$ cat src/cfc_pkg.sv
`timescale 1ns / 1ps
// ----------------------------------------------------------------------------
// cfc_pkg
// shared types, constants and crc helpers for the command frame codec
// ----------------------------------------------------------------------------
package cfc_pkg;

   localparam int FRAME_BYTES_DEFAULT = 7;
   localparam int QUEUE_DEPTH_DEFAULT = 2;
   localparam int CSR_INDEX_BITS      = 2;

   // item opcodes
   localparam logic OP_SEND = 1'b0;
   localparam logic OP_RECV = 1'b1;

   // result kinds
   localparam logic KIND_TX  = 1'b0;
   localparam logic KIND_RSP = 1'b1;

   // check status
   localparam logic STATUS_OK  = 1'b0;
   localparam logic STATUS_BAD = 1'b1;

   // register indexes
   localparam logic [CSR_INDEX_BITS-1:0] CSR_HEAD = 2'd0;
   localparam logic [CSR_INDEX_BITS-1:0] CSR_END  = 2'd1;

   localparam logic [7:0]  HEAD_RESET   = 8'h68;
   localparam logic [7:0]  END_RESET    = 8'h16;
   localparam logic [7:0]  START_MARK   = 8'h68;
   localparam logic [7:0]  MISMATCH_CMD = 8'hFF;
   localparam logic [15:0] CRC_INIT     = 16'hFFFF;
   localparam logic [15:0] CRC_POLY     = 16'hA001;
   localparam int          CRC_SPAN     = 4;

   typedef struct packed {
      logic       opcode;
      logic [7:0] command_code;
      logic [7:0] data_first;
      logic [7:0] data_second;
      logic [7:0] rx_byte;
      logic       rx_last;
   } req_type;

   typedef struct packed {
      logic       result_kind;
      logic [7:0] tx_byte;
      logic       tx_last;
      logic       rx_status;
      logic [7:0] rx_command;
      logic [7:0] rx_data_first;
      logic [7:0] rx_data_second;
   } rsp_type;

   // classified work entry between front and back
   typedef struct packed {
      logic       op;
      logic [7:0] cmd;
      logic [7:0] d1;
      logic [7:0] d2;
      logic [7:0] rx_byte;
      logic       rx_last;
   } work_type;

   typedef struct packed {
      logic [7:0] head_byte;
      logic [7:0] end_byte;
   } cfg_type;

   // reflected table entry, eight shift steps on one byte
   function automatic logic [15:0] crc_table(input logic [7:0] idx);
      logic [15:0] r;
      r = {8'h00, idx};
      for (int b = 0; b < 8; b++) begin
         r = r[0] ? ((r >> 1) ^ CRC_POLY) : (r >> 1);
      end
      return r;
   endfunction

   function automatic logic [15:0] crc_step(input logic [15:0] crc, input logic [7:0] data);
      return {8'h00, crc[15:8]} ^ crc_table(crc[7:0] ^ data);
   endfunction

endpackage

$ cat src/cfc_front.sv
`timescale 1ns / 1ps
// ----------------------------------------------------------------------------
// cfc_front
// input stage: takes request beats, classifies them and hands them to the queue
// ----------------------------------------------------------------------------
module cfc_front (
   input  logic              clock,
   input  logic              reset,
   input  logic              req_valid,
   output logic              req_stall,
   input  cfc_pkg::req_type  req_data,
   output logic              push_valid,
   input  logic              push_ready,
   output cfc_pkg::work_type push_entry
);
   import cfc_pkg::*;

   logic     hold_ff, hold_in;
   work_type entry_ff, entry_in;
   logic     accept;
   logic     take;

   assign take      = hold_ff && push_ready;
   assign req_stall = hold_ff && !push_ready;
   assign accept    = req_valid && !req_stall;

   always_comb begin
      entry_in = entry_ff;
      hold_in  = hold_ff;
      if (accept) begin
         hold_in = 1'b1;
         if (req_data.opcode == OP_SEND) begin
            entry_in = '{op: OP_SEND, cmd: req_data.command_code,
                         d1: req_data.data_first, d2: req_data.data_second,
                         rx_byte: 8'h00, rx_last: 1'b0};
         end else begin
            entry_in = '{op: OP_RECV, cmd: 8'h00, d1: 8'h00, d2: 8'h00,
                         rx_byte: req_data.rx_byte, rx_last: req_data.rx_last};
         end
      end else if (take) begin
         hold_in = 1'b0;
      end
   end

   always_ff @(posedge clock) begin
      if (reset) begin
         hold_ff <= 1'b0;
      end else begin
         hold_ff <= hold_in;
      end
      entry_ff <= entry_in;
   end

   assign push_valid = hold_ff;
   assign push_entry = entry_ff;

endmodule

$ cat src/cfc_queue.sv
`timescale 1ns / 1ps
// ----------------------------------------------------------------------------
// cfc_queue
// short work queue between the front and back parts
// ----------------------------------------------------------------------------
module cfc_queue #(
   parameter int DEPTH = cfc_pkg::QUEUE_DEPTH_DEFAULT
) (
   input  logic              clock,
   input  logic              reset,
   input  logic              push_valid,
   output logic              push_ready,
   input  cfc_pkg::work_type push_entry,
   output logic              pop_valid,
   input  logic              pop_take,
   output cfc_pkg::work_type pop_entry
);
   import cfc_pkg::*;

   localparam int PW = $clog2(DEPTH);
   localparam int CW = $clog2(DEPTH + 1);

   work_type        slot_ff [DEPTH];
   logic [PW-1:0]   wr_ptr_ff, wr_ptr_in;
   logic [PW-1:0]   rd_ptr_ff, rd_ptr_in;
   logic [CW-1:0]   count_ff, count_in;
   logic            do_push;
   logic            do_pop;

   assign push_ready = (count_ff != CW'(DEPTH));
   assign pop_valid  = (count_ff != '0);
   assign pop_entry  = slot_ff[rd_ptr_ff];
   assign do_push    = push_valid && push_ready;
   assign do_pop     = pop_take && pop_valid;

   always_comb begin
      wr_ptr_in = wr_ptr_ff;
      rd_ptr_in = rd_ptr_ff;
      count_in  = count_ff;
      if (do_push) begin
         wr_ptr_in = (wr_ptr_ff == PW'(DEPTH - 1)) ? '0 : wr_ptr_ff + 1'b1;
      end
      if (do_pop) begin
         rd_ptr_in = (rd_ptr_ff == PW'(DEPTH - 1)) ? '0 : rd_ptr_ff + 1'b1;
      end
      if (do_push && !do_pop) begin
         count_in = count_ff + 1'b1;
      end else if (do_pop && !do_push) begin
         count_in = count_ff - 1'b1;
      end
   end

   always_ff @(posedge clock) begin
      if (reset) begin
         wr_ptr_ff <= '0;
         rd_ptr_ff <= '0;
         count_ff  <= '0;
      end else begin
         wr_ptr_ff <= wr_ptr_in;
         rd_ptr_ff <= rd_ptr_in;
         count_ff  <= count_in;
      end
   end

   always_ff @(posedge clock) begin
      if (do_push) begin
         slot_ff[wr_ptr_ff] <= push_entry;
      end
   end

endmodule

$ cat src/cfc_back.sv
`timescale 1ns / 1ps
// ----------------------------------------------------------------------------
// cfc_back
// execution part: frame build with crc, receive buffer and frame check
// ----------------------------------------------------------------------------
module cfc_back #(
   parameter int FRAME_BYTES = cfc_pkg::FRAME_BYTES_DEFAULT
) (
   input  logic              clock,
   input  logic              reset,
   input  cfc_pkg::cfg_type  cfg,
   input  logic              work_valid,
   output logic              work_take,
   input  cfc_pkg::work_type work_entry,
   output logic              rsp_valid,
   input  logic              rsp_stall,
   output cfc_pkg::rsp_type  rsp_data
);
   import cfc_pkg::*;

   localparam int AW    = $clog2(FRAME_BYTES);
   localparam int CNT_W = $clog2(FRAME_BYTES + 1);
   localparam int POS_W = $clog2(FRAME_BYTES + 6);

   typedef enum logic [2:0] {
      ST_IDLE,
      ST_TX_CRC,
      ST_TX_EMIT,
      ST_RX_READ,
      ST_RX_RESULT
   } state_type;

   state_type        state_ff, state_in;
   logic [2:0]       step_ff, step_in;
   logic [15:0]      crc_ff, crc_in;
   logic [7:0]       cmd_ff, cmd_in;
   logic [7:0]       d1_ff, d1_in;
   logic [7:0]       d2_ff, d2_in;
   logic [15:0]      got_ff, got_in;
   logic [AW-1:0]    emit_ff, emit_in;
   logic [CNT_W-1:0] count_ff, count_in;
   logic [AW-1:0]    start_ff, start_in;
   logic             rsp_valid_ff, rsp_valid_in;
   rsp_type          rsp_data_ff, rsp_data_in;

   logic [7:0]       rx_mem [FRAME_BYTES];
   logic [7:0]       rd_data_ff;
   logic             rd_ok_ff;
   logic [POS_W-1:0] rd_pos;
   logic             mem_we;

   logic             out_free;
   logic             out_load;
   logic [7:0]       crc_byte;
   logic [7:0]       rd_byte;
   logic [7:0]       tx_sel;
   logic [15:0]      want;

   assign out_free = !rsp_valid_ff || !rsp_stall;
   assign rd_pos   = POS_W'(start_ff) + POS_W'(step_ff);
   assign rd_byte  = rd_ok_ff ? rd_data_ff : 8'h00;
   // wire order: low byte of the register goes out first
   assign want     = {crc_ff[7:0], crc_ff[15:8]};
   assign work_take = (state_ff == ST_IDLE) && work_valid;
   assign mem_we    = work_take && (work_entry.op == OP_RECV)
                      && (count_ff < CNT_W'(FRAME_BYTES));

   always_comb begin
      unique case (step_ff)
         3'd0:    crc_byte = cfg.head_byte;
         3'd1:    crc_byte = cmd_ff;
         3'd2:    crc_byte = d1_ff;
         default: crc_byte = d2_ff;
      endcase
   end

   always_comb begin
      if (emit_ff == AW'(0)) begin
         tx_sel = cfg.head_byte;
      end else if (emit_ff == AW'(1)) begin
         tx_sel = cmd_ff;
      end else if (emit_ff == AW'(2)) begin
         tx_sel = d1_ff;
      end else if (emit_ff == AW'(3)) begin
         tx_sel = d2_ff;
      end else if (emit_ff == AW'(4)) begin
         tx_sel = crc_ff[7:0];
      end else if (emit_ff == AW'(5)) begin
         tx_sel = crc_ff[15:8];
      end else if (emit_ff == AW'(6)) begin
         tx_sel = cfg.end_byte;
      end else begin
         tx_sel = 8'h00;
      end
   end

   always_comb begin
      state_in     = state_ff;
      step_in      = step_ff;
      crc_in       = crc_ff;
      cmd_in       = cmd_ff;
      d1_in        = d1_ff;
      d2_in        = d2_ff;
      got_in       = got_ff;
      emit_in      = emit_ff;
      count_in     = count_ff;
      start_in     = start_ff;
      rsp_data_in  = rsp_data_ff;
      out_load     = 1'b0;

      unique case (state_ff)
         ST_IDLE: begin
            if (work_valid) begin
               crc_in  = CRC_INIT;
               step_in = '0;
               if (work_entry.op == OP_SEND) begin
                  cmd_in   = work_entry.cmd;
                  d1_in    = work_entry.d1;
                  d2_in    = work_entry.d2;
                  state_in = ST_TX_CRC;
               end else begin
                  if (mem_we) begin
                     if (work_entry.rx_byte == START_MARK) begin
                        start_in = count_ff[AW-1:0];
                     end
                     count_in = count_ff + 1'b1;
                  end
                  if (work_entry.rx_last) begin
                     state_in = ST_RX_READ;
                  end
               end
            end
         end
         ST_TX_CRC: begin
            crc_in  = crc_step(crc_ff, crc_byte);
            step_in = step_ff + 1'b1;
            if (step_ff == 3'(CRC_SPAN - 1)) begin
               emit_in  = '0;
               state_in = ST_TX_EMIT;
            end
         end
         ST_TX_EMIT: begin
            if (out_free) begin
               out_load    = 1'b1;
               rsp_data_in = '{result_kind: KIND_TX, tx_byte: tx_sel,
                               tx_last: (emit_ff == AW'(FRAME_BYTES - 1)),
                               rx_status: 1'b0, rx_command: 8'h00,
                               rx_data_first: 8'h00, rx_data_second: 8'h00};
               if (emit_ff == AW'(FRAME_BYTES - 1)) begin
                  state_in = ST_IDLE;
               end else begin
                  emit_in = emit_ff + 1'b1;
               end
            end
         end
         ST_RX_READ: begin
            // read data of the previous step arrives now
            step_in = step_ff + 1'b1;
            unique case (step_ff)
               3'd0: begin
               end
               3'd1: crc_in = crc_step(crc_ff, rd_byte);
               3'd2: begin
                  crc_in = crc_step(crc_ff, rd_byte);
                  cmd_in = rd_byte;
               end
               3'd3: begin
                  crc_in = crc_step(crc_ff, rd_byte);
                  d1_in  = rd_byte;
               end
               3'd4: begin
                  crc_in = crc_step(crc_ff, rd_byte);
                  d2_in  = rd_byte;
               end
               3'd5: got_in[15:8] = rd_byte;
               default: begin
                  got_in[7:0] = rd_byte;
                  state_in    = ST_RX_RESULT;
               end
            endcase
         end
         ST_RX_RESULT: begin
            if (out_free) begin
               out_load = 1'b1;
               if (got_ff == want) begin
                  rsp_data_in = '{result_kind: KIND_RSP, tx_byte: 8'h00, tx_last: 1'b0,
                                  rx_status: STATUS_OK, rx_command: cmd_ff,
                                  rx_data_first: d1_ff, rx_data_second: d2_ff};
               end else begin
                  rsp_data_in = '{result_kind: KIND_RSP, tx_byte: 8'h00, tx_last: 1'b0,
                                  rx_status: STATUS_BAD, rx_command: MISMATCH_CMD,
                                  rx_data_first: 8'h00, rx_data_second: 8'h00};
               end
               count_in = '0;
               start_in = '0;
               state_in = ST_IDLE;
            end
         end
         default: state_in = ST_IDLE;
      endcase

      if (out_load) begin
         rsp_valid_in = 1'b1;
      end else if (!rsp_stall) begin
         rsp_valid_in = 1'b0;
      end else begin
         rsp_valid_in = rsp_valid_ff;
      end
   end

   always_ff @(posedge clock) begin
      if (reset) begin
         state_ff     <= ST_IDLE;
         count_ff     <= '0;
         start_ff     <= '0;
         rsp_valid_ff <= 1'b0;
      end else begin
         state_ff     <= state_in;
         count_ff     <= count_in;
         start_ff     <= start_in;
         rsp_valid_ff <= rsp_valid_in;
      end
      step_ff     <= step_in;
      crc_ff      <= crc_in;
      cmd_ff      <= cmd_in;
      d1_ff       <= d1_in;
      d2_ff       <= d2_in;
      got_ff      <= got_in;
      emit_ff     <= emit_in;
      rsp_data_ff <= rsp_data_in;
   end

   // receive buffer, positions at or past the fill count read as zero
   always_ff @(posedge clock) begin
      if (mem_we) begin
         rx_mem[count_ff[AW-1:0]] <= work_entry.rx_byte;
      end
      rd_data_ff <= rx_mem[rd_pos[AW-1:0]];
      rd_ok_ff   <= (rd_pos < POS_W'(count_ff));
   end

   assign rsp_valid = rsp_valid_ff;
   assign rsp_data  = rsp_data_ff;

   a_count_bound: assert property (@(posedge clock) disable iff (reset)
      count_ff <= CNT_W'(FRAME_BYTES))
      else $error("receive fill count past buffer size");

   a_start_filled: assert property (@(posedge clock) disable iff (reset)
      (CNT_W'(start_ff) < count_ff) || (start_ff == '0))
      else $error("frame start points at unfilled position");

   a_load_free: assert property (@(posedge clock) disable iff (reset)
      out_load |-> (!rsp_valid_ff || !rsp_stall))
      else $error("output register overwritten while stalled");

   a_clear_after_check: assert property (@(posedge clock) disable iff (reset)
      (state_ff == ST_RX_RESULT && out_free) |=> (count_ff == '0 && state_ff == ST_IDLE))
      else $error("receive state not cleared after frame check");

endmodule

$ cat src/crc16_command_frame_codec.sv
`timescale 1ns / 1ps
// ----------------------------------------------------------------------------
// crc16_command_frame_codec
// builds and checks short command frames protected by crc-16/modbus
// ----------------------------------------------------------------------------
// usage:
//  req_* carries one beat per item: opcode 0 sends a frame (command and two
//  data bytes), opcode 1 delivers one received byte, rx_last closes the frame.
//  rsp_* returns result beats: a send gives FRAME_BYTES transmit beats (head,
//  cmd, data, crc in wire order, end byte, zero pad), a closed receive frame
//  gives one decoded response beat.
//  csr_* writes head_byte (index 0) and end_byte (index 1); always ready.
// timing:
//  a request passes an input stage and a queue to the back part.
//  send: a dispatch step, then crc over head, cmd and data (one byte a cycle
//  through the crc table), then one transmit beat per cycle while not stalled.
//  receive byte: taken in the idle state; the last byte adds buffer reads
//  (one read port, one byte a cycle) and a result step for the response.
// reset: head/end bytes return to 0x68/0x16, receive buffer is empty.
// stall: rsp_stall holds the output register; the queue then fills and
//  req_stall rises once the input stage cannot drain.
// ----------------------------------------------------------------------------
module crc16_command_frame_codec #(
   parameter int FRAME_BYTES = cfc_pkg::FRAME_BYTES_DEFAULT,
   parameter int QUEUE_DEPTH = cfc_pkg::QUEUE_DEPTH_DEFAULT
) (
   input  logic                               clock,
   input  logic                               reset,
   input  logic                               req_valid,
   output logic                               req_stall,
   input  cfc_pkg::req_type                   req_data,
   output logic                               rsp_valid,
   input  logic                               rsp_stall,
   output cfc_pkg::rsp_type                   rsp_data,
   input  logic                               csr_valid,
   output logic                               csr_ready,
   input  logic [cfc_pkg::CSR_INDEX_BITS-1:0] csr_index,
   input  logic [7:0]                         csr_wdata
);
   import cfc_pkg::*;

   // configuration registers
   logic [7:0] head_ff, head_in;
   logic [7:0] end_ff, end_in;
   cfg_type    cfg;

   // front to queue
   logic       push_valid;
   logic       push_ready;
   work_type   push_entry;

   // queue to back
   logic       work_valid;
   logic       work_take;
   work_type   work_entry;

   assign csr_ready = 1'b1;

   always_comb begin
      head_in = head_ff;
      end_in  = end_ff;
      if (csr_valid && csr_ready) begin
         // writes to unknown indexes are ignored
         if (csr_index == CSR_HEAD) begin
            head_in = csr_wdata;
         end else if (csr_index == CSR_END) begin
            end_in = csr_wdata;
         end
      end
   end

   always_ff @(posedge clock) begin
      if (reset) begin
         head_ff <= HEAD_RESET;
         end_ff  <= END_RESET;
      end else begin
         head_ff <= head_in;
         end_ff  <= end_in;
      end
   end

   assign cfg = '{head_byte: head_ff, end_byte: end_ff};

   // accept and classify request beats
   cfc_front u_front (
      .clock      (clock),
      .reset      (reset),
      .req_valid  (req_valid),
      .req_stall  (req_stall),
      .req_data   (req_data),
      .push_valid (push_valid),
      .push_ready (push_ready),
      .push_entry (push_entry)
   );

   // decouples intake from frame execution
   cfc_queue #(
      .DEPTH (QUEUE_DEPTH)
   ) u_queue (
      .clock      (clock),
      .reset      (reset),
      .push_valid (push_valid),
      .push_ready (push_ready),
      .push_entry (push_entry),
      .pop_valid  (work_valid),
      .pop_take   (work_take),
      .pop_entry  (work_entry)
   );

   // frame build, receive buffer and check
   cfc_back #(
      .FRAME_BYTES (FRAME_BYTES)
   ) u_back (
      .clock      (clock),
      .reset      (reset),
      .cfg        (cfg),
      .work_valid (work_valid),
      .work_take  (work_take),
      .work_entry (work_entry),
      .rsp_valid  (rsp_valid),
      .rsp_stall  (rsp_stall),
      .rsp_data   (rsp_data)
   );

endmodule

$ cat config.mk
export PLATFORM = sky130hd
export DESIGN_NAME = crc16_command_frame_codec
export DESIGN_NICKNAME = d
export VERILOG_FILES = /design/src/cfc_pkg.sv /design/src/cfc_front.sv /design/src/cfc_queue.sv /design/src/cfc_back.sv /design/src/crc16_command_frame_codec.sv
export SDC_FILE = /design/constraint.sdc
export NUM_CORES = 1
export LEC_CHECK = 0
export BUFFER_PORTS_ARGS = -buffer_cell sky130_fd_sc_hd__buf_2
export CORE_ASPECT_RATIO = 0.75
export CORE_MARGIN = 8
export CORE_UTILIZATION = 45
export DETAILED_ROUTE_END_ITERATION = 6
export SETUP_SLACK_MARGIN = 0.1
export SYNTH_ARGS = -nofsm -noshare
export SYNTH_HDL_FRONTEND = slang
export SYNTH_HIERARCHICAL = 1
export SYNTH_SLANG_ARGS = --single-unit
$ cat constraint.sdc
create_clock -name clock -period 4.6 [get_ports clock]
set_clock_uncertainty 0.2 [all_clocks]
set_input_delay 0.46 -clock clock [delete_from_list [all_inputs] [get_ports clock]]
set_output_delay 0.46 -clock clock [all_outputs]
set_load 0.02 [all_outputs]
==> summary.txt, run 1 <==
Status
  – Status: finished, final reports clean

Worst setup path
  – Cell Chain, Critical Path: inv_1, ha_1, nor3_2, or2_1, a21oi_1, xor2_1, xnor3_1, xnor3_2, and3_1, nor4_2
  – Crit path largest cell delay: around 0.46 ns
  – Buf/Inv on CP: 1
  – Worst path arrival time: 3.89 ns
  – CP required: between 4 and 5 ns
  – Slowest cell on crit path: xnor3_1
  – CP delay by family, top: simple AND/OR/NAND/NOR gates
  – Maximum fanout along the worst path: 12
  – Crit end category: flop
  – Crit Path Class: flop to flop
  – Startpoint Class: flop

Detailed routing
  – Vias: 7729
  – Routed len/inst: approximately 20 um
  – Detail Route Antenna Nets: 0
  – Drt initial violations: 630
  – Post-Route WL: 28.90 mm
  – 1st-pass router iterations: 5
  – DRC Markers: 0
  – Via/cell ratio: approximately 5.2

Min path
  – Worst Hold Class: input port to flop

Logic synthesis
  – Top cell type by total area after synthesis: edfxtp_1
  – Number of synthesized flops with an enable pin: 255
  – Top cell type's share of synthesized area: between 50 and 60%
  – Ranking of synthesized cells by area: edfxtp_1, dfxtp_1, mux2_2
  – Top FF cell, synth: edfxtp_1
  – Warnings from Yosys: 6
  – Post-synthesis sequential area ratio: between 60% and 70%
  – Ys async rst share: 0%
  – Yosys cell types: between 50 and 60
  – #FFs+latches synth: 296
  – Post-synth net total: 1023
  – Mapped Cells: approximately 960
  – Syn Area/Cell: between 10 and 15 um^2
  – Cell area after synthesis: roughly 13000 um^2

Global routing
  – Vias in the first global route: between 7k and 8k
  – Largest net degree at the start of global routing: 45
  – First-pass GRT wire length: 44.99 mm
  – GRT Total Usage: 16.73%
  – Overflow after GRT: 0
  – Initial antenna violation count: 0

STA
  – Crit share post-route: between 80 and 90%
  – Maximum clock frequency: ~270 MHz
  – Post-route setup TNS: 0 ns
  – Clock period minus worst slack: around 3.7 ns
  – RSZ-0062 raised after global routing: no
  – Final-report setup violation count: 0
  – Slew HR: between 20 and 25%
  – Worst slew pin tran: around 1.2 ns
  – Final hold vios: 0
  – Final Slew Violations: 0
  – Fin Hold WS: between 0.02 and 0.025 ns

CTS
  – Worst-skew pair later-pin latency: 0.56 ns
  – Post-CTS Setup Inserts: 0
  – Clock buffer depth: 3
  – Total clock sinks: 296
  – CTS H-Tree Depth: 1
  – Reg clk slew, reported paths: roughly 0.060 ns
  – CTS root buf: clkbuf_16
  – Num CTS Buffers: 30
  – TritonCTS clock tree: built
  – Post_cts resized: 0

Die
  – IO Count: 87
  – Rows: 53
  – Starting Density: between 40% and 50%
  – Die area: about 34000 um^2
  – Placeable Area: about 28000 um^2
  – Die Span X: 211.8 um
  – Chip height: ~160 um

Power and ir drop
  – Power per Cell Area: approximately 600 nW/um^2
  – LEAKAGE: approximately 5.4 nW
  – Maximum vdd drop: ~0.55 mV

Finish
  – Non-Filler Instances: around 1.5k
  – Design area: 15050 um^2
  – Fin nets: roughly 1.1k
  – Fin util: between 50% and 60%
  – Most common cell after layout, fill and taps aside: edfxtp_1
  – Layout cells sized above 1: 18.13%
  – Most frequent cells in the layout: edfxtp_1, buf_2, nor2_1, nand2_1, dfxtp_1
  – P&R area growth vs syn: 16.32%

Placed design
  – # placed instances: about 1.4k
  – Port bufs: 85
  – Placed Area: 13690 um^2
  – GP Congestion: 0.8699
  – Dpl hpwl: 19.98 mm

Run
  – Max-Cap Viols: 0
[power breakdown]
group / switching [mW] / internal [mW] / total (mW)
Clock: 1.02 / 1.39 / 2.41
Combinational: 1.65 / 1.16 / 2.81
Sequential: 0.323 / 3.50 / 3.82
[per-layer routing]
metal	GRT usage [%]	vias up	share of wire, %
met1	24.20	3783	48
li1	-	3689	-
met3	3.462	47	6.2
met2	25.22	210	43
met5	0	-	0
met4	4.792	0	2.2
[sequential cells by signal (all words and copies together), names as in the netlist, 16 cells and up, named ones only]
register and cells:
u_back/crc_ff 16, u_back/got_ff 16, u_back/rsp_data 35, u_back/rx_mem 56, u_front/push_entry 34, u_queue/slot_ff 68
[worst register-to-register path, stage by stage (launching register included)]
cell      delay (ns)
edfxtp_1        0.44
inv_1           0.09
ha_1            0.36
nor3_2          0.46
or2_1           0.36
a21oi_1         0.14
xor2_1          0.29
xnor3_1         0.46
xnor3_2         0.28
and3_1          0.20
nor4_2          0.26
[path summary, 6_finish.rpt]
path | startpoint | endpoint | slack (ns) | cells past startpoint
max reg2reg | u_back/step_ff[0] | u_back/crc_ff[0] | 0.89 | 10
max | u_back/step_ff[0] | u_back/crc_ff[0] | 0.89 | 10
min reg2reg | u_front/push_entry[28] | u_queue/slot_ff[1][28] | 0.24 | 0
min | csr_wdata[3] | end_ff[3] | 0.02 | 3
[cells in the mapped netlist (2+ instances only)]
| library cell | count |
|---|---|
| a21o_1 | 29 |
| a21oi_1 | 28 |
| a21oi_2 | 2 |
| a222oi_1 | 8 |
| a22oi_1 | 24 |
| a31oi_1 | 2 |
| and2_1 | 30 |
| and3_1 | 4 |
| and3b_1 | 2 |
| buf_1 | 4 |
| buf_2 | 7 |
| buf_4 | 5 |
| buf_6 | 4 |
| clkbuf_1 | 33 |
| dfxtp_1 | 41 |
| edfxtp_1 | 255 |
| ha_1 | 17 |
| inv_1 | 25 |
| mux2_2 | 34 |
| mux2i_1 | 28 |
| mux4_2 | 8 |
| nand2_1 | 57 |
| nand2b_1 | 28 |
| nand3_1 | 6 |
| nand3b_1 | 3 |
| nand4_1 | 2 |
| nor2_1 | 84 |
| nor2b_1 | 29 |
| nor3_1 | 16 |
| nor4_1 | 5 |
| nor4b_1 | 2 |
| o21ai_0 | 35 |
| o221ai_1 | 8 |
| or3_1 | 3 |
| xnor2_1 | 24 |
| xor2_1 | 39 |
| xor2_2 | 3 |
[kinds of logic (layout without fill, tap and decap cells)]
group | Yosys count | after routing | synth area share, %
adders and majority gates | 18 | 18 | 1.799
DFF | 296 | 296 | 65.54
buffers and inverters | 78 | 214 | 2.708
AOI/OAI and AO/OA | 145 | 145 | 7.496
muxes | 70 | 70 | 6.519
and+or+nand+nor | 280 | 280 | 10.91
other | 1 | 2 | 0.02899
xor gates and xnor gates | 68 | 68 | 5.000
[layout make-up]
cell class / count / area, um^2
multi-input cells: 582 / 4129
repair buffers: 133 / 878.3
flip-flops and latches: 296 / 8478
clock buffers: 35 / 779.5
clock inverters: 21 / 203.9
inverters: 25 / 93.84
diodes: 1 / 2.502
fillers: 2351 / 13140
well taps: 385 / 481.7
[per-stage QoR]
step	setup WS (ns)	power [mW]
after floorplan	1.366	5.899
after global placement	1.046	6.617
after detailed placement	0.9550	6.630
after CTS	0.9391	9.093
after global routing	0.7071	9.550
final	0.8889	9.042
[what timing repair did]
item | CTS | global route
hold buffers | 37 | 0
setup endpoints to repair | 0 | 0
hold endpoints to repair | 39 | 0
Note: power is estimated with default switching activity, not from simulation.
==> run 2, diff against run 1 <==
==> constraint.sdc (replaced) <==
create_clock -name clock -period 3 [get_ports clock]
set_clock_uncertainty 0.2 [all_clocks]
set_input_delay 0.3 -clock clock [delete_from_list [all_inputs] [get_ports clock]]
set_output_delay 0.3 -clock clock [all_outputs]
set_load 0.02 [all_outputs]
==> run 2 against run 1 <==
Sequential share of layout area shrank 1.9 points. Via count grew 2.7%. Critical path depth grew 1. Die area is the same. Largest cell class unchanged. Count of clock-buffer cells in the layout grew 8. Critical path type unchanged. Total power grew 63%. Cell area grew 3.5%. Worst setup slack lost 1.1 ns. The flow now finishes with violations (negative setup slack). Global-route usage grew 0.38 points. Highest routed layer unchanged.
==> summary.txt, run 2 (synthesized netlist as in run 1, its figures left out) <==
Status
  – Status: finished with violations (was finished, final reports clean)
  – Failing checks: negative setup slack

Min path
  – Min-Delay Startpoint: req_data[33] (was csr_wdata[3])
  – Hold-critical path depth: 1 (was 3)
  – Hold EP: u_front/push_entry[33] (was end_ff[3])
  – Worst Hold Class: input port to flop (unchanged)

Global routing
  – Initial antenna violation count: 0 (unchanged)
  – Overflow after GRT: 0 (unchanged)
  – Vias in the first global route: 7936 (was 7837)
  – Largest net degree at the start of global routing: 45 (unchanged)
  – First-pass GRT wire length: 45.85 mm (was 44.99 mm)
  – GRT Total Usage: 17.11% (was 16.73%)

Detailed routing
  – Via/cell ratio: 5.178 (was 5.229)
  – Detail Route Antenna Nets: 0 (unchanged)
  – DRC Markers: 0 (unchanged)
  – Routed len/inst: 19.44 um (was 19.55 um)
  – Drt initial violations: 621 (was 630)
  – 1st-pass router iterations: 6 (was 5)
  – Post-Route WL: 29.81 mm (was 28.90 mm)
  – Vias: 7938 (was 7729)

STA
  – Worst slew pin tran: 0.7615 ns (was 1.174 ns)
  – Maximum clock frequency: 313.9 MHz (was 269.5 MHz)
  – Slew HR: 49.23% (was 21.59%)
  – Clock period minus worst slack: 3.186 ns (was 3.711 ns)
  – Final setup margin: -0.1861 ns (was 0.8889 ns)
  – Final hold vios: 0 (unchanged)
  – Crit share post-route: 106.2% (was 80.68%)
  – Final-report setup violation count: 3 (was 0)
  – RSZ-0062 raised after global routing: yes (was no)
  – Final Slew Violations: 0 (unchanged)

Die
  – Starting Density: 45.90% (unchanged)
  – Die Span X: 211.8 um (unchanged)
  – Die area: 34490 um^2 (unchanged)
  – Rows: 53 (unchanged)
  – IO Count: 87 (unchanged)
  – Chip height: 162.8 um (unchanged)
  – Placeable Area: 28180 um^2 (unchanged)

Finish
  – Area of the multi-input gates: 4229 um^2 (was 4129 um^2)
  – FF+latch area: 8478 um^2 (unchanged)
  – Biggest register: u_queue/slot_ff (unchanged)
  – Most common cell after layout, fill and taps aside: edfxtp_1 (unchanged)
  – Fin nets: 1195 (was 1135)
  – Layout cells sized above 1: 22.13% (was 18.13%)
  – Antenna Cells: 0 (was 1)
  – Design area: 15580 um^2 (was 15050 um^2)
  – Fillers: 2325 (was 2351)
  – Number of flip-flops in the largest register: 68 (unchanged)
  – P&R area growth vs syn: 20.41% (was 16.32%)
  – Most frequent cells in the layout: edfxtp_1, buf_2, nor2_1, nand2_1, buf_4 (was edfxtp_1, buf_2, nor2_1, nand2_1, dfxtp_1)

Placed design
  – GP Congestion: 0.8651 (was 0.8699)
  – Port bufs: 85 (unchanged)
  – Placed Area: 14010 um^2 (was 13690 um^2)
  – Dpl hpwl: 20.54 mm (was 19.98 mm)

CTS
  – Worst-skew pair later-pin latency: 0.58 ns (was 0.56 ns)
  – TritonCTS clock tree: built (unchanged)
  – CTS root buf: clkbuf_16 (unchanged)
  – Num CTS Buffers: 30 (unchanged)
  – Clock buffer depth: 3 (unchanged)
  – CTS H-Tree Depth: 1 (unchanged)
  – Reg clk slew, reported paths: 0.06 ns (about the same)
  – Total clock sinks: 296 (unchanged)

Worst setup path
  – Crit end category: flop (unchanged)
  – Worst R2R Setup Slack: -0.19 ns (was 0.89 ns)
  – Maximum fanout along the worst path: 11 (was 12)
  – Crit Path Class: flop to flop (unchanged)
  – Startpoint Class: flop (unchanged)
  – Capturing point of the worst reg2reg path: u_back/crc_ff[0] (unchanged)
  – Worst path arrival time: 3.37 ns (was 3.89 ns)
  – CP required: 3.18 ns (was 4.78 ns)
  – Worst r2r path cells: 11 (was 10)
  – Reg2reg start: u_back/step_ff[1] (was u_back/step_ff[0])

Power and ir drop
  – Int Pwr: 9.827 mW (was 6.046 mW)
  – Switching Share: 33.14% (about the same)
  – Power per Cell Area: 943.6 nW/um^2 (was 600.9 nW/um^2)
  – Total power: 14.70 mW (was 9.042 mW)
  – Comb pwr share: 37.0% (was 31.1%)
  – Net Sw Power: 4.870 mW (was 2.996 mW)
  – LEAKAGE: 5.709 nW (was 5.428 nW)
  – Maximum vdd drop: 0.5709 mV (was 0.5474 mV)
  – Clk pwr share: 23.7% (was 26.6%)
  – Sequential Power Share: 39.3% (was 42.2%)

Run
  – Max-Cap Viols: 0 (unchanged)
run 2: cell types whose count changed in the layout (fill, tap and decap cells not counted), moves of 3 or more:
cell	previous run	this run
buf_4	11	53
buf_6	0	5
clkbuf_1	4	12
clkinv_2	5	2
ha_1	17	14
dlygate4sd3_1	37	50
clkinv_1	9	3
run 2: layout make-up:
class	count	share of cell area (%)
multi-input cells	582	27.15
clock buffers	43	5.197
repair buffers	193	8.860
well taps	385	3.093
flip-flops and latches	296	54.43
clock inverters	9	0.6667
inverters	25	0.6025
run 2: worst max-delay path, cell delays in order (launching register included):
cell      delay, ns
edfxtp_1       0.42
inv_2          0.08
ha_2           0.21
buf_6          0.15
a222oi_1       0.31
nor3_2         0.10
a21oi_4        0.16
xor2_2         0.18
xor2_1         0.23
xnor3_2        0.51
and3_4         0.19
nor4_2         0.24
run 2: power groups by stage:
| stage | registers (mW) | logic (mW) | clock network (mW) |
|---|---|---|---|
| floorplan | 5.80 | 3.34 | 0 |
| global placement | 5.85 | 4.74 | 0 |
| detailed placement | 5.86 | 4.79 | 0 |
| CTS | 5.77 | 5.05 | 3.57 |
| global route | 5.84 | 5.88 | 3.73 |
| finish | 5.78 | 5.44 | 3.48 |
run 2: what timing repair did:
item,in CTS,in global routing
setup buffers,7,4
pin swaps,10,2
setup endpoints to repair,3,6
endpoints found under the hold margin,51,0
hold buffers,50,0
resized for setup,5,9
run 2: metrics by stage:
step	util, %	instances	TNS (ns)	hold slack [ns]	setup slack, ns
2_1_floorplan	-	956	-0.02675	0.1691	-0.02675
3_3_place_gp	49.73	1420	-0.06849	0.2241	-0.06849
3_5_place_dp	49.73	1420	-0.1695	0.2291	-0.1222
4_1_cts	54.98	1529	-0.1730	0.01714	-0.1319
5_1_grt	55.27	1533	-0.8481	0.06833	-0.3168
6_report	55.27	1533	-0.4568	0.04289	-0.1861
run 2: worst max path at each step:
stage                                 start                to  slack (ns)
after global routing      u_back/step_ff[0]  u_back/crc_ff[0]       -0.32
final                     u_back/step_ff[1]  u_back/crc_ff[0]       -0.19
after floorplan           u_back/step_ff[1]  u_back/crc_ff[0]       -0.03
after global placement    u_back/step_ff[1]  u_back/crc_ff[0]       -0.07
after CTS                 u_back/step_ff[1]  u_back/crc_ff[0]       -0.13
after detailed placement  u_back/step_ff[1]  u_back/crc_ff[0]       -0.12
run 2: metal layers:
| layer | vias to the layer above | share of wire [%] | wire (um) | track usage, % |
|---|---|---|---|---|
| li1 | 3807 | - | - | - |
| met1 | 3870 | 50 | 14900 | 25.94 |
| met2 | 230 | 43 | 12810 | 25.38 |
| met3 | 31 | 5.8 | 1725 | 3.577 |
| met4 | 0 | 1.3 | 374 | 2.648 |
| met5 | - | 0 | 0 | 0 |
==> run 3, diff against run 2 <==
--- a/config.mk
+++ b/config.mk
@@ -5,12 +5,14 @@
 export SDC_FILE = /design/constraint.sdc
 export NUM_CORES = 1
 export LEC_CHECK = 0
+export ABC_AREA = 1
 export BUFFER_PORTS_ARGS = -buffer_cell sky130_fd_sc_hd__buf_2
 export CORE_ASPECT_RATIO = 0.75
 export CORE_MARGIN = 8
 export CORE_UTILIZATION = 45
 export DETAILED_ROUTE_END_ITERATION = 6
 export SETUP_SLACK_MARGIN = 0.1
+export SKIP_LAST_GASP = 1
 export SYNTH_ARGS = -nofsm -noshare
 export SYNTH_HDL_FRONTEND = slang
 export SYNTH_HIERARCHICAL = 1
==> run 3 against run 2 <==
Clock power increased by 8.0%. Die area increased by 3.3%. Register-to-register slack improved by 0.49 ns. Sequential share of layout area decreased by 1.1 points. Critical path type unchanged. Wire length increased by 5.6%. Sequential cell count unchanged. Highest routed layer unchanged. Cell area increased by 2.1%. Sequential power increased by 2%. Final cell count increased by 19%. Via count increased by 14%. Critical endpoint unchanged. Utilization decreased by 0.79 points. Largest cell class unchanged. Worst setup slack improved by 0.49 ns. The run now ends clean.
==> summary.txt, run 3 <==
Global routing
  – First-pass GRT wire length: 48.62 mm (was 45.85 mm)
  – Vias in the first global route: 8813 (was 7936)
  – GRT Total Usage: 17.39% (was 17.11%)
  – Initial antenna violation count: 1 (was 0)
  – Overflow after GRT: 0 (unchanged)
  – Largest net degree at the start of global routing: 37 (was 45)

Die
  – Die Span X: 215.2 um (was 211.8 um)
  – IO Count: 87 (unchanged)
  – Rows: 54 (was 53)
  – Placeable Area: 29190 um^2 (was 28180 um^2)
  – Starting Density: 45.90% (about the same)
  – Chip height: 165.4 um (was 162.8 um)
  – Die area: 35610 um^2 (was 34490 um^2)

Placed design
  – Dpl hpwl: 22.52 mm (was 20.54 mm)
  – GP Congestion: 0.9470 (was 0.8651)
  – Port bufs: 85 (unchanged)
  – # placed instances: 1714 (was 1420)

Finish
  – Non-Filler Instances: 1819 (was 1533)
  – Fin nets: 1471 (was 1195)
  – Layout cells sized above 1: 17.73% (was 22.13%)
  – Antenna Cells: 0 (unchanged)
  – Number of flip-flops in the largest register: 68 (unchanged)
  – Biggest register: u_queue/slot_ff (unchanged)
  – Fillers: 2582 (was 2325)
  – Most frequent cells in the layout: edfxtp_1, nand2_1, inv_1, nor2_1, buf_2 (was edfxtp_1, buf_2, nor2_1, nand2_1, buf_4)
  – Most common cell after layout, fill and taps aside: edfxtp_1 (unchanged)
  – P&R area growth vs syn: 18.69% (was 20.41%)

Detailed routing
  – Vias: 9030 (was 7938)
  – Drt initial violations: 809 (was 621)
  – Detail Route Antenna Nets: 0 (unchanged)
  – 1st-pass router iterations: 5 (was 6)
  – Routed len/inst: 17.30 um (was 19.44 um)
  – Via/cell ratio: 4.964 (was 5.178)
  – Post-Route WL: 31.46 mm (was 29.81 mm)
  – DRC Markers: 0 (unchanged)

Worst setup path
  – Reg2reg start: u_back/step_ff[0] (was u_back/step_ff[1])
  – Crit Path Class: flop to flop (unchanged)
  – Startpoint Class: flop (unchanged)
  – Slowest cell on crit path: edfxtp_1 (was xnor3_2)
  – Cell Chain, Critical Path: inv_2, ha_4, nand2_2, nor2_1, nor2_1, nand2_1, nand2_1, nand2_1, nand2_1, nand2_1, nand2_1, nand2_2, inv_1, nand2_2, nand3_1, nand3_2, nand3_2, nand3_1 (was inv_2, ha_2, buf_6, a222oi_1, nor3_2, a21oi_4, xor2_2, xor2_1, xnor3_2, and3_4, nor4_2)
  – Maximum fanout along the worst path: 7 (was 11)
  – Crit path largest cell delay: 0.49 ns (was 0.51 ns)
  – Crit end category: flop (unchanged)
  – Worst Setup SP: u_back/step_ff[0] (was u_back/step_ff[1])
  – Worst path arrival time: 2.81 ns (was 3.37 ns)
  – Most frequent CP cell: nand2_1
  – CP required: 3.11 ns (was 3.18 ns)

Logic synthesis
  – #FFs+latches synth: 296 (unchanged)
  – Number of synthesized flops with an enable pin: 255 (unchanged)
  – Warnings from Yosys: 6 (unchanged)
  – Post-synthesis sequential area ratio: 63.28% (was 65.54%)
  – Top cell type's share of synthesized area: 57.15% (was 59.19%)
  – Syn Area/Cell: 10.72 um^2 (was 13.53 um^2)
  – Top FF cell, synth: edfxtp_1 (unchanged)
  – Yosys cell types: 43 (was 59)
  – Top cell type by total area after synthesis: edfxtp_1 (unchanged)
  – Cell with the most instances after synthesis: edfxtp_1 (unchanged)
  – Commonest cells in the netlist: edfxtp_1, nand2_1, inv_1, nor2_1, o21ai_0 (was edfxtp_1, nor2_1, nand2_1, dfxtp_1, xor2_1)
  – Ranking of synthesized cells by area: edfxtp_1, nand2_1, dfxtp_1 (was edfxtp_1, dfxtp_1, mux2_2)
  – Ys async rst share: 0% (unchanged)
  – Cell area after synthesis: 13400 um^2 (was 12940 um^2)
  – Mapped Cells: 1250 (was 956)
  – Post-synth net total: 1317 (was 1023)

STA
  – RSZ-0062 raised after global routing: no (was yes)
  – Maximum clock frequency: 370.7 MHz (was 313.9 MHz)
  – Final Slew Violations: 0 (unchanged)
  – Crit share post-route: 89.91% (was 106.2%)
  – Fin Hold WS: 0.08959 ns (was 0.04289 ns)
  – Clock period minus worst slack: 2.697 ns (was 3.186 ns)
  – Slew HR: 40.99% (was 49.23%)
  – Final hold vios: 0 (unchanged)
  – Worst slew pin tran: 0.8852 ns (was 0.7615 ns)
  – Post-route setup TNS: 0 ns (was -0.4568 ns)
  – Final-report setup violation count: 0 (was 3)

Power and ir drop
  – Maximum vdd drop: 0.5724 mV (was 0.5709 mV)
  – LEAKAGE: 6.614 nW (was 5.709 nW)
  – Power per Cell Area: 950.7 nW/um^2 (was 943.6 nW/um^2)
  – Total power: 15.12 mW (was 14.70 mW)

CTS
  – Num CTS Buffers: 29 (was 30)
  – CTS H-Tree Depth: 1 (unchanged)
  – CTS root buf: clkbuf_16 (unchanged)
  – TritonCTS clock tree: built (unchanged)
  – Reg clk slew, reported paths: 0.07 ns (was 0.06 ns)
  – Worst-skew pair later-pin latency: 0.57 ns (was 0.58 ns)
  – Total clock sinks: 296 (unchanged)
  – Clock buffer depth: 3 (unchanged)

Run
  – Max-Cap Viols: 0 (unchanged)

Status
  – Status: finished, final reports clean (was finished with violations)

Min path
  – Min-Delay Startpoint: req_data[33] (unchanged)
  – Worst Hold Class: input port to flop (unchanged)
==> run 3: cell types whose count changed in the layout (fill, tap and decap cells not counted), moves of 30 or more <==
cell / before / now
inv_1: 23 / 158
mux2_4: 0 / 30
nand3_1: 6 / 61
mux2_2: 34 / 4
and2_1: 30 / 0
nor2_1: 84 / 153
o21ai_0: 34 / 79
nand2_1: 57 / 221
==> run 3: worst paths after layout <==
check	end	slack, ns	cells past startpoint
hold / removal	u_front/push_entry[33]	0.09	1
hold reg to reg	u_queue/slot_ff[1][28]	0.24	0
setup / recovery	u_back/crc_ff[0]	0.30	18
setup reg to reg	u_back/crc_ff[0]	0.30	18
==> run 3: logic make-up after synthesis <==
group / after synthesis / synth area share, %
DFF: 296 / 63.28
adders and majority gates: 18 / 1.737
AOI/OAI and AO/OA: 165 / 6.873
muxes: 34 / 3.698
other: 1 / 0.02799
and+or+nand+nor: 499 / 15.33
xor gates and xnor gates: 32 / 2.260
buffers and inverters: 205 / 6.799
==> run 3: cell type report <==
class                   instances  area (um^2)  area share (%)
repair buffers                164         1164           7.318
well taps                     392        490.5           3.084
clock buffers                  42        844.6           5.311
inverters                     164        618.1           3.887
clock inverters                12        162.7           1.023
flip-flops and latches        296         8479           53.32
multi-input cells             749         4143           26.05
==> run 3: metal layers <==
metal / share of wire, % / up-vias / global-route usage [%]
met3: 7.0 / 36 / 3.822
li1: - / 4517 / -
met5: 0 / - / 0
met4: 1.8 / 0 / 3.799
met1: 48 / 4218 / 25.45
met2: 43 / 259 / 26.29
==> run 3: per-stage QoR <==
stage                     instance area, um^2  worst slack [ns]  utilization [%]
after floorplan                         13400            0.2628                -
after global placement                  14260            0.2603            48.86
after detailed placement                14260            0.1969            48.86
after CTS                               15750            0.1675            53.96
after global routing                    15900           0.08599            54.48
final                                   15900            0.3026            54.48
==> run 3: worst max-delay path, delay by kind of cell (launching register included) <==
family        cells  cell delay, ns
fa+ha+maj         1            0.20
buf+inv           2            0.18
flops             1            0.49
simple gates     15            1.37
==> run 3: power breakdown <==
part	internal (mW)	switching, mW
clock network	2.23	1.53
registers	5.41	0.513
logic	1.89	3.54
==> run 3: timing repair <==
| action | 4_1_cts | 5_1_grt |
|---|---|---|
| buffers inserted | 0 | 3 |
| endpoints found under the setup margin | 0 | 3 |
| hold buffers | 48 | 0 |
| gates resized for setup | 0 | 36 |
| endpoints found under the hold margin | 56 | 0 |
